### src/tqbr_pkg.sv
package tqbr_pkg;

  localparam int FRAMES    = 16;
  localparam int PAGE_BITS = 32;
  localparam int PIN_BITS  = 8;

  localparam int SLOT_W     = $clog2(FRAMES);
  localparam int LEN_W      = $clog2(FRAMES + 1);
  localparam int SLOT_OUT_W = 4;

  localparam int IN_TDATA_W  = ((PAGE_BITS + 1 + 7) / 8) * 8;
  localparam int OUT_TDATA_W = ((SLOT_OUT_W + 3 + PAGE_BITS + 7) / 8) * 8;

  localparam logic [PIN_BITS-1:0] PIN_MAX = {PIN_BITS{1'b1}};

  localparam logic CMD_FIX   = 1'b0;
  localparam logic CMD_UNFIX = 1'b1;

  typedef enum logic [2:0] {
    ST_HIT_LRU    = 3'd0,
    ST_HIT_FIFO   = 3'd1,
    ST_MISS_FREE  = 3'd2,
    ST_MISS_EVICT = 3'd3,
    ST_ALL_PINNED = 3'd4,
    ST_UNFIX_OK   = 3'd5,
    ST_UNFIX_ERR  = 3'd6
  } status_t;

  typedef enum logic [1:0] {
    S_IDLE,
    S_SCAN,
    S_FETCH,
    S_APPLY
  } state_t;

  typedef enum logic [2:0] {
    OP_NONE,
    OP_UNPIN,
    OP_LRU_TOUCH,
    OP_PROMOTE,
    OP_FILL,
    OP_EVICT_FIFO,
    OP_EVICT_LRU
  } op_t;

endpackage

### src/tqbr_ram.sv
module tqbr_ram #(
  parameter int WIDTH = 32,
  parameter int DEPTH = 16
) (
  input  logic                     clk,
  input  logic                     we,
  input  logic [$clog2(DEPTH)-1:0] waddr,
  input  logic [WIDTH-1:0]         wdata,
  input  logic [$clog2(DEPTH)-1:0] raddr,
  output logic [WIDTH-1:0]         rdata
);

  logic [WIDTH-1:0] mem [DEPTH];

  always_ff @(posedge clk) begin
    if (we) begin
      mem[waddr] <= wdata;
    end
    rdata <= mem[raddr];
  end

endmodule

### src/two_queue_buffer_replacement_core.sv
// Channel  Dir  Words                 tdata / tuser
// s_*      in   fix / unfix request   tdata: page_number, mark_dirty; tuser: cmd
// m_*      out  one result per word   tdata: frame_slot, load, writeback, victim;
//                                     tuser: status
//
// Each request scans the frame slots with one tag memory read per slot
// (single read port), then reads the victim's tag, then applies the result.
// Reset (rst, synchronous) empties both queues and marks all slots free;
// the tag memory is not cleared, since a slot's tag is read only while valid.
// A new request is taken while the last result still waits on m_tready;
// the apply state holds until the output register is free.
module two_queue_buffer_replacement_core
  import tqbr_pkg::*;
(
  input  logic                   clk,
  input  logic                   rst,
  input  logic                   s_tvalid,
  output logic                   s_tready,
  // [PAGE_BITS-1:0] page_number, [PAGE_BITS] mark_dirty, zero pad above
  input  logic [IN_TDATA_W-1:0]  s_tdata,
  // [0] cmd
  input  logic                   s_tuser,
  output logic                   m_tvalid,
  input  logic                   m_tready,
  // [3:0] frame_slot, [4] load_needed, [5] writeback_needed, [6] victim_valid,
  // [PAGE_BITS+6:7] victim_page, zero pad above
  output logic [OUT_TDATA_W-1:0] m_tdata,
  // [2:0] status
  output logic [2:0]             m_tuser
);

  state_t state, state_next;

  // request held for the whole pass
  logic                 req_cmd;
  logic [PAGE_BITS-1:0] req_page;
  logic                 req_dirty;

  // per-slot bookkeeping; rank is the position inside the slot's queue
  logic                valid  [FRAMES];
  logic                in_lru [FRAMES];
  logic                dirty  [FRAMES];
  logic [PIN_BITS-1:0] pin    [FRAMES];
  logic [SLOT_W-1:0]   rank   [FRAMES];
  logic [LEN_W-1:0]    fifo_len;
  logic [LEN_W-1:0]    lru_len;

  // scan
  logic [SLOT_W-1:0] cnt;
  logic [SLOT_W-1:0] rd_slot;
  logic              rd_vld;
  logic              hit_found;
  logic [SLOT_W-1:0] hit_slot;
  logic              free_found;
  logic [SLOT_W-1:0] free_slot;
  logic              fv_found;
  logic [SLOT_W-1:0] fv_slot;
  logic [SLOT_W-1:0] fv_rank;
  logic              lv_found;
  logic [SLOT_W-1:0] lv_slot;
  logic [SLOT_W-1:0] lv_rank;

  // tag memory
  logic                 ram_we;
  logic [SLOT_W-1:0]    ram_raddr;
  logic [PAGE_BITS-1:0] ram_rdata;

  // apply decision
  op_t                  op;
  status_t              ap_status;
  logic [SLOT_W-1:0]    sel;
  logic                 ap_load;
  logic                 ap_wb;
  logic                 ap_vv;
  logic [PAGE_BITS-1:0] ap_vpage;
  logic [SLOT_W-1:0]    victim;
  logic                 commit;

  // output register
  logic                 out_valid;
  status_t              out_status;
  logic [SLOT_W-1:0]    out_slot;
  logic                 out_load;
  logic                 out_wb;
  logic                 out_vv;
  logic [PAGE_BITS-1:0] out_vpage;

  assign victim = fv_found ? fv_slot : lv_slot;
  assign commit = (state == S_APPLY) && (!out_valid || m_tready);

  tqbr_ram #(
    .WIDTH (PAGE_BITS),
    .DEPTH (FRAMES)
  ) u_tag_ram (
    .clk   (clk),
    .we    (ram_we),
    .waddr (sel),
    .wdata (req_page),
    .raddr (ram_raddr),
    .rdata (ram_rdata)
  );

  // keep the victim's tag on the read port while apply waits for the output
  assign ram_raddr = (state == S_FETCH || state == S_APPLY) ? victim : cnt;
  assign ram_we    = commit && (op == OP_FILL || op == OP_EVICT_FIFO || op == OP_EVICT_LRU);

  // next state
  always_comb begin
    state_next = state;
    unique case (state)
      S_IDLE:  if (s_tvalid) state_next = S_SCAN;
      S_SCAN:  if (cnt == SLOT_W'(FRAMES - 1)) state_next = S_FETCH;
      S_FETCH: state_next = S_APPLY;
      S_APPLY: if (commit) state_next = S_IDLE;
      default: state_next = S_IDLE;
    endcase
  end

  // state outputs
  always_comb begin
    s_tready = 1'b0;
    unique case (state)
      S_IDLE:  s_tready = 1'b1;
      S_SCAN, S_FETCH, S_APPLY: s_tready = 1'b0;
      default: s_tready = 1'b0;
    endcase
  end

  always_ff @(posedge clk) begin
    if (rst) begin
      state <= S_IDLE;
    end else begin
      state <= state_next;
    end
  end

  // scan: walk the slots, compare each tag in the cycle after its read,
  // track the lowest free slot and the oldest unpinned slot of each queue
  always_ff @(posedge clk) begin
    if (rst) begin
      rd_vld <= 1'b0;
    end else begin
      rd_vld <= (state == S_SCAN);
    end
    rd_slot <= cnt;
    if (s_tvalid && s_tready) begin
      req_cmd    <= s_tuser;
      req_page   <= s_tdata[PAGE_BITS-1:0];
      req_dirty  <= s_tdata[PAGE_BITS];
      cnt        <= '0;
      hit_found  <= 1'b0;
      hit_slot   <= '0;
      free_found <= 1'b0;
      free_slot  <= '0;
      fv_found   <= 1'b0;
      fv_slot    <= '0;
      fv_rank    <= '0;
      lv_found   <= 1'b0;
      lv_slot    <= '0;
      lv_rank    <= '0;
    end else begin
      if (state == S_SCAN) begin
        cnt <= cnt + 1'b1;
        if (!valid[cnt] && !free_found) begin
          free_found <= 1'b1;
          free_slot  <= cnt;
        end
        if (valid[cnt] && pin[cnt] == '0) begin
          if (in_lru[cnt]) begin
            if (!lv_found || rank[cnt] < lv_rank) begin
              lv_found <= 1'b1;
              lv_slot  <= cnt;
              lv_rank  <= rank[cnt];
            end
          end else if (!fv_found || rank[cnt] < fv_rank) begin
            fv_found <= 1'b1;
            fv_slot  <= cnt;
            fv_rank  <= rank[cnt];
          end
        end
      end
      if (rd_vld && valid[rd_slot] && ram_rdata == req_page) begin
        hit_found <= 1'b1;
        hit_slot  <= rd_slot;
      end
    end
  end

  // decide the outcome of the request
  always_comb begin
    op        = OP_NONE;
    ap_status = ST_ALL_PINNED;
    sel       = '0;
    ap_load   = 1'b0;
    ap_wb     = 1'b0;
    ap_vv     = 1'b0;
    ap_vpage  = '0;
    if (req_cmd == CMD_UNFIX) begin
      ap_status = ST_UNFIX_ERR;
      if (hit_found) begin
        sel = hit_slot;
        if (pin[hit_slot] != '0) begin
          ap_status = ST_UNFIX_OK;
          op        = OP_UNPIN;
        end
      end
    end else if (hit_found) begin
      sel = hit_slot;
      if (pin[hit_slot] == PIN_MAX) begin
        ap_status = ST_ALL_PINNED;
      end else if (in_lru[hit_slot]) begin
        ap_status = ST_HIT_LRU;
        op        = OP_LRU_TOUCH;
      end else begin
        ap_status = ST_HIT_FIFO;
        op        = OP_PROMOTE;
      end
    end else if (free_found) begin
      sel       = free_slot;
      ap_status = ST_MISS_FREE;
      op        = OP_FILL;
      ap_load   = 1'b1;
    end else if (fv_found || lv_found) begin
      sel       = victim;
      ap_status = ST_MISS_EVICT;
      op        = fv_found ? OP_EVICT_FIFO : OP_EVICT_LRU;
      ap_load   = 1'b1;
      ap_vv     = 1'b1;
      ap_wb     = dirty[victim];
      ap_vpage  = ram_rdata;
    end
  end

  // apply: unpin a slot, or close the gap left in a queue and place the slot at a tail
  always_ff @(posedge clk) begin
    if (rst) begin
      fifo_len <= '0;
      lru_len  <= '0;
      for (int i = 0; i < FRAMES; i++) begin
        valid[i]  <= 1'b0;
        in_lru[i] <= 1'b0;
        dirty[i]  <= 1'b0;
        pin[i]    <= '0;
      end
    end else if (commit) begin
      unique case (op)
        OP_PROMOTE: begin
          fifo_len <= fifo_len - 1'b1;
          lru_len  <= lru_len + 1'b1;
        end
        OP_FILL: fifo_len <= fifo_len + 1'b1;
        OP_NONE, OP_UNPIN, OP_LRU_TOUCH, OP_EVICT_FIFO, OP_EVICT_LRU: ;
        default: ;
      endcase
      for (int i = 0; i < FRAMES; i++) begin
        unique case (op)
          OP_UNPIN: begin
            if (SLOT_W'(i) == sel) begin
              pin[i]   <= pin[i] - 1'b1;
              dirty[i] <= dirty[i] | req_dirty;
            end
          end
          OP_LRU_TOUCH, OP_EVICT_LRU: begin
            if (valid[i] && in_lru[i] && rank[i] > rank[sel]) begin
              rank[i] <= rank[i] - 1'b1;
            end
            if (SLOT_W'(i) == sel) begin
              rank[i] <= SLOT_W'(lru_len - 1'b1);
              if (op == OP_LRU_TOUCH) begin
                pin[i] <= pin[i] + 1'b1;
              end else begin
                pin[i]   <= PIN_BITS'(1);
                dirty[i] <= 1'b0;
              end
            end
          end
          OP_PROMOTE: begin
            if (valid[i] && !in_lru[i] && rank[i] > rank[sel]) begin
              rank[i] <= rank[i] - 1'b1;
            end
            if (SLOT_W'(i) == sel) begin
              rank[i]   <= SLOT_W'(lru_len);
              in_lru[i] <= 1'b1;
              pin[i]    <= pin[i] + 1'b1;
            end
          end
          OP_FILL: begin
            if (SLOT_W'(i) == sel) begin
              valid[i]  <= 1'b1;
              in_lru[i] <= 1'b0;
              dirty[i]  <= 1'b0;
              pin[i]    <= PIN_BITS'(1);
              rank[i]   <= SLOT_W'(fifo_len);
            end
          end
          OP_EVICT_FIFO: begin
            if (valid[i] && !in_lru[i] && rank[i] > rank[sel]) begin
              rank[i] <= rank[i] - 1'b1;
            end
            if (SLOT_W'(i) == sel) begin
              rank[i]  <= SLOT_W'(fifo_len - 1'b1);
              pin[i]   <= PIN_BITS'(1);
              dirty[i] <= 1'b0;
            end
          end
          OP_NONE: ;
          default: ;
        endcase
      end
    end
  end

  // output register: load on commit, drop once taken
  always_ff @(posedge clk) begin
    if (rst) begin
      out_valid <= 1'b0;
    end else if (commit) begin
      out_valid <= 1'b1;
    end else if (m_tready) begin
      out_valid <= 1'b0;
    end
    if (commit) begin
      out_status <= ap_status;
      out_slot   <= sel;
      out_load   <= ap_load;
      out_wb     <= ap_wb;
      out_vv     <= ap_vv;
      out_vpage  <= ap_vpage;
    end
  end

  assign m_tvalid = out_valid;
  assign m_tuser  = out_status;
  assign m_tdata  = OUT_TDATA_W'({out_vpage, out_vv, out_wb, out_load, SLOT_OUT_W'(out_slot)});

  a_len_bound: assert property (@(posedge clk) disable iff (rst)
    ((LEN_W + 1)'(fifo_len) + (LEN_W + 1)'(lru_len)) <= (LEN_W + 1)'(FRAMES))
    else $error("queue lengths exceed frame count");

  a_fill_free: assert property (@(posedge clk) disable iff (rst)
    (commit && op == OP_FILL) |-> !valid[sel])
    else $error("fill into an occupied slot");

  a_commit_out: assert property (@(posedge clk) disable iff (rst)
    commit |=> (m_tvalid && m_tuser == $past(ap_status)))
    else $error("committed result not presented");

endmodule
### config.mk
export PLATFORM = sky130hd
export DESIGN_NAME = two_queue_buffer_replacement_core
export DESIGN_NICKNAME = d
export VERILOG_FILES = /design/src/tqbr_pkg.sv /design/src/tqbr_ram.sv /design/src/two_queue_buffer_replacement_core.sv
export SDC_FILE = /design/constraint.sdc
export NUM_CORES = 2
export LEC_CHECK = 0
export ABC_AREA = 1
export BUFFER_PORTS_ARGS = -buffer_cell sky130_fd_sc_hd__buf_2
export CELL_PAD_IN_SITES_DETAIL_PLACEMENT = 0
export CELL_PAD_IN_SITES_GLOBAL_PLACEMENT = 2
export CORE_ASPECT_RATIO = 1.2
export CORE_UTILIZATION = 40
export CTS_CLUSTER_DIAMETER = 200
export CTS_CLUSTER_SIZE = 14
export DETAILED_ROUTE_END_ITERATION = 6
export PLACE_DENSITY_LB_ADDON = 0.1
export SETUP_SLACK_MARGIN = 0.3
export SYNTH_ARGS = -nofsm -noshare
export SYNTH_HDL_FRONTEND = slang
export SYNTH_SLANG_ARGS = --single-unit
### constraint.sdc
create_clock -name clk -period 6.1 [get_ports clk]
set_input_delay 0.61 -clock clk [delete_from_list [all_inputs] [get_ports clk]]
set_output_delay 0.61 -clock clk [all_outputs]
set_load 0.005 [all_outputs]
==> summary.json <==
{
  "synth": {
    "synth_top_family_by_area": "simple AND/OR/NAND/NOR gates",
    "post_synth_inst_count": 5708,
    "post_synth_xor_area_fraction_pct": 3.776,
    "yosysUniqueCellTypes": 67,
    "synthAdderAreaFrac_pct": 3.128,
    "post_synth.cell_area_avg_um2": 8.899,
    "ys_top_cells_by_count": "sky130_fd_sc_hd__nand2_1, sky130_fd_sc_hd__edfxtp_1, sky130_fd_sc_hd__inv_1",
    "yosys_warnings": 0,
    "synth_async_sr_flop_share_pct": 0,
    "synthMostInstantiatedCell": "sky130_fd_sc_hd__nand2_1",
    "synth_compound_area_share_pct": 12.21,
    "mappedNetlistArea_um2": 50800,
    "synthSimpleGateAreaFrac_pct": 20.25,
    "yosys_reg_bits": 916,
    "synthDominantAreaCellType": "sky130_fd_sc_hd__edfxtp_1",
    "muxShareOfSynthArea_pct": 0,
    "synthTopCellsByArea": "sky130_fd_sc_hd__edfxtp_1, sky130_fd_sc_hd__nand2_1, sky130_fd_sc_hd__inv_1",
    "synth_edf_count": 819,
    "synthesis.nets": 5880,
    "yosysTopAreaCellShare_pct": 48.41,
    "synth_ff_type": "sky130_fd_sc_hd__edfxtp_1",
    "synth_seq_area_share_pct": 52.24
  },
  "floorplanning": {
    "initial_core_util_pct": 40.50,
    "chipWidth_um": 327.3,
    "i_o_pins": 90,
    "core-area_um2": 125400,
    "design.die.area_um2": 128400,
    "die-height_um": 392.4,
    "placement_rows": 142
  },
  "final_layout": {
    "area_growth_syn_to_layout_pct": 9.586,
    "layout.nets": 5929,
    "final_layout_size_suffix_gt1_share_pct": 8.236,
    "final_instance_area_um2": 55670
  },
  "drt": {
    "detail_route.wl_per_cell_um": 25.99,
    "finalWirelength_um": 194300,
    "drt_first_pass_iters": 6,
    "drt_iter0_markers": 3504,
    "vias": 41540,
    "detail-route-antenna-nets": 0,
    "route.detailed.drc": 0,
    "drt-vias-per-instance": 5.557
  },
  "critical_path": {
    "crit_path_end_kind": "flop",
    "timing.critical_path.depth": 26,
    "r2r_setup_slk_ns": 0.68,
    "critical_path_peak_fanout": 12,
    "crit_type": "reg2reg",
    "crit_path_arrival_time_ns": 5.75,
    "path_common_cell": "sky130_fd_sc_hd__inv_1",
    "timing.critical_path.from_type": "flop",
    "r2r_cells": 26,
    "cp.required_ns": 6.43,
    "reg2reg_from": "fv_found$_SDFFE_PP0P_",
    "critPathSlowestCell": "sky130_fd_sc_hd__dfxtp_1",
    "crit_end": "rank[8][1]$_DFFE_PP_",
    "worstReg2RegEnd": "rank[8][1]$_DFFE_PP_",
    "cp-startpoint": "fv_found$_SDFFE_PP0P_",
    "critical_path.max_stage_delay_ns": 0.65,
    "critPathBufInv": 8,
    "cpLargestDelayFamily": "simple AND/OR/NAND/NOR gates"
  },
  "power_and_ir_drop": {
    "max-vdd-ir-drop_v": 0.0002816,
    "leakagePower_nw": 21.80,
    "power_per_cell_area_nw_per_um2": 315.3
  },
  "placed_design": {
    "numPortBuffers": 81,
    "post-place-ws_ns": 0.8675,
    "detailedPlacementHpwl_um": 131600,
    "gpl_congestion": 0.9788,
    "placedInstanceArea_um2": 53460
  },
  "grt": {
    "via_count_of_the_first_global_routing_pass": 39850,
    "antenna_found_initial": 3,
    "grt-ovfl-total": 0,
    "global_route_wire_length_before_repair_um": 278800,
    "grt_util_met3_pct": 3.995,
    "globalRoute.busiestLayer": "met2",
    "global_route_total_usage_across_every_layer_pct": 30.07,
    "global_route.usage.met2_pct": 52.37,
    "grt_use_met1_pct": 35.75,
    "pin_count_of_the_biggest_net_entering_global_routing": 248
  },
  "clocking": {
    "clk_pin_slew_worst_paths_ns": 0.07,
    "cts.htree.levels": 3,
    "insertion_delay_ns": 0.73,
    "ctsLongestPathBuffers": 3,
    "cts_post_setup_buffers_inserted": 0,
    "cts.sinks": 916,
    "numCtsBuffers": 75,
    "cts.hold.buffers_added": 0,
    "cts_repair_resize_count": 0,
    "tritoncts": "done",
    "cts.root.buffer_cell": "sky130_fd_sc_hd__clkbuf_16"
  },
  "timing": {
    "fin_tns_setup_ns": 0,
    "timing.final.setup_violations": 0,
    "worst_slew_pin_slew_ns": 1.247,
    "post-route-min-period_ns": 5.419,
    "final_hold_viol_count": 0,
    "grt_setup_unrepaired": "no",
    "fin_crit_sh_pct": 88.83,
    "final_max_slew_viol_count": 0,
    "timing.slew.headroom_pct": 16.71,
    "post-route-worst-setup-slack_ns": 0.6811,
    "fin_worst_skew_ns": 0.05815,
    "clock.fmax_ghz": 0.1845,
    "hold_slack_ns": 0.09596
  },
  "outcome": {
    "status": "complete, no violations"
  },
  "min_path": {
    "min-delay-path-class": "in2reg",
    "hold_path_startpoint": "s_tdata[4]"
  },
  "flow_run": {
    "max_cap_viols": 0
  }
}
==> stage by stage <==
step	power [mW]	utilization (%)	cells
2_1_floorplan	10.91	-	5708
3_3_place_gp	12.82	42.62	7336
3_5_place_dp	12.84	42.62	7336
4_1_cts	17.61	44.37	7472
5_1_grt	18.34	44.37	7472
6_report	17.55	44.38	7475
==> worst min-delay path by stage <==
| stage | endpoint | slack (ns) | depth (start not counted) |
|---|---|---|---|
| floorplan | rd_slot[2]$_DFF_P_ | 0.33 | 0 |
| detailed placement | rd_slot[3]$_DFF_P_ | 0.43 | 0 |
| global placement | rd_slot[3]$_DFF_P_ | 0.43 | 0 |
| CTS | req_page[4]$_DFFE_PP_ | 0.06 | 1 |
| global route | req_page[1]$_DFFE_PP_ | 0.08 | 1 |
| finish | req_page[4]$_DFFE_PP_ | 0.1 | 1 |
==> state kept, by name, summed over array words and instances, names as in the netlist, 16 cells and up, named ones only <==
name	flops
out_vpage	32
pin	128
u_tag_ram.rdata	32
dirty	16
rank	64
valid	16
u_tag_ram.mem	512
in_lru	16
req_page	32
==> cell type report <==
cell class,instances,area (µm²)
fillers,12470,69770
flip-flops and latches,916,26540
multi-input cells,3705,20200
inverters,838,3153
clock buffers,131,2130
well taps,1656,2072
repair buffers,221,1494
clock inverters,5,70.07
diodes,3,7.507
==> kinds of logic after synthesis <==
| group | Yosys count |
|---|---|
| fa+ha+maj | 127 |
| flops | 916 |
| xor+xnor | 219 |
| compound gates | 1018 |
| simple gates | 2340 |
| buf+inv | 1087 |
| other cells | 1 |
==> metal layers <==
layer  vias up  part of all wire, %
met5         -               0.0067
met4         2                  6.3
met3       441                  5.5
met2      1401                   49
met1     20080                   40
li1      19620                    -
==> cell usage in the layout, fill, tap and decap left out, drive strengths merged, types with 9 or more instances in the layout <==
cell,Yosys,layout
nand3,512,512
buf,73,221
nor4,19,19
inv,832,833
xor2,176,176
dfxtp,97,97
o21ai,325,325
clkinv,6,10
ha,127,127
o22ai,53,53
nand4,74,74
a31oi,14,14
a211oi,40,40
or2,9,9
a21oi,257,257
o211ai,253,253
edfxtp,819,819
nand3b,10,10
xnor2,43,43
nand2,1178,1178
nor2,411,411
o221ai,27,27
clkbuf,176,131
nor3,119,119
==> report_power, final <==
| part | switching, mW | internal, mW | total [mW] |
|---|---|---|---|
| Clock | 2.41 | 2.39 | 4.80 |
| Combinational | 3.55 | 1.40 | 4.95 |
| Sequential | 0.439 | 7.37 | 7.81 |
| Total | 6.40 | 11.2 | 17.6 |
Note: power is estimated with default switching activity, not from simulation.
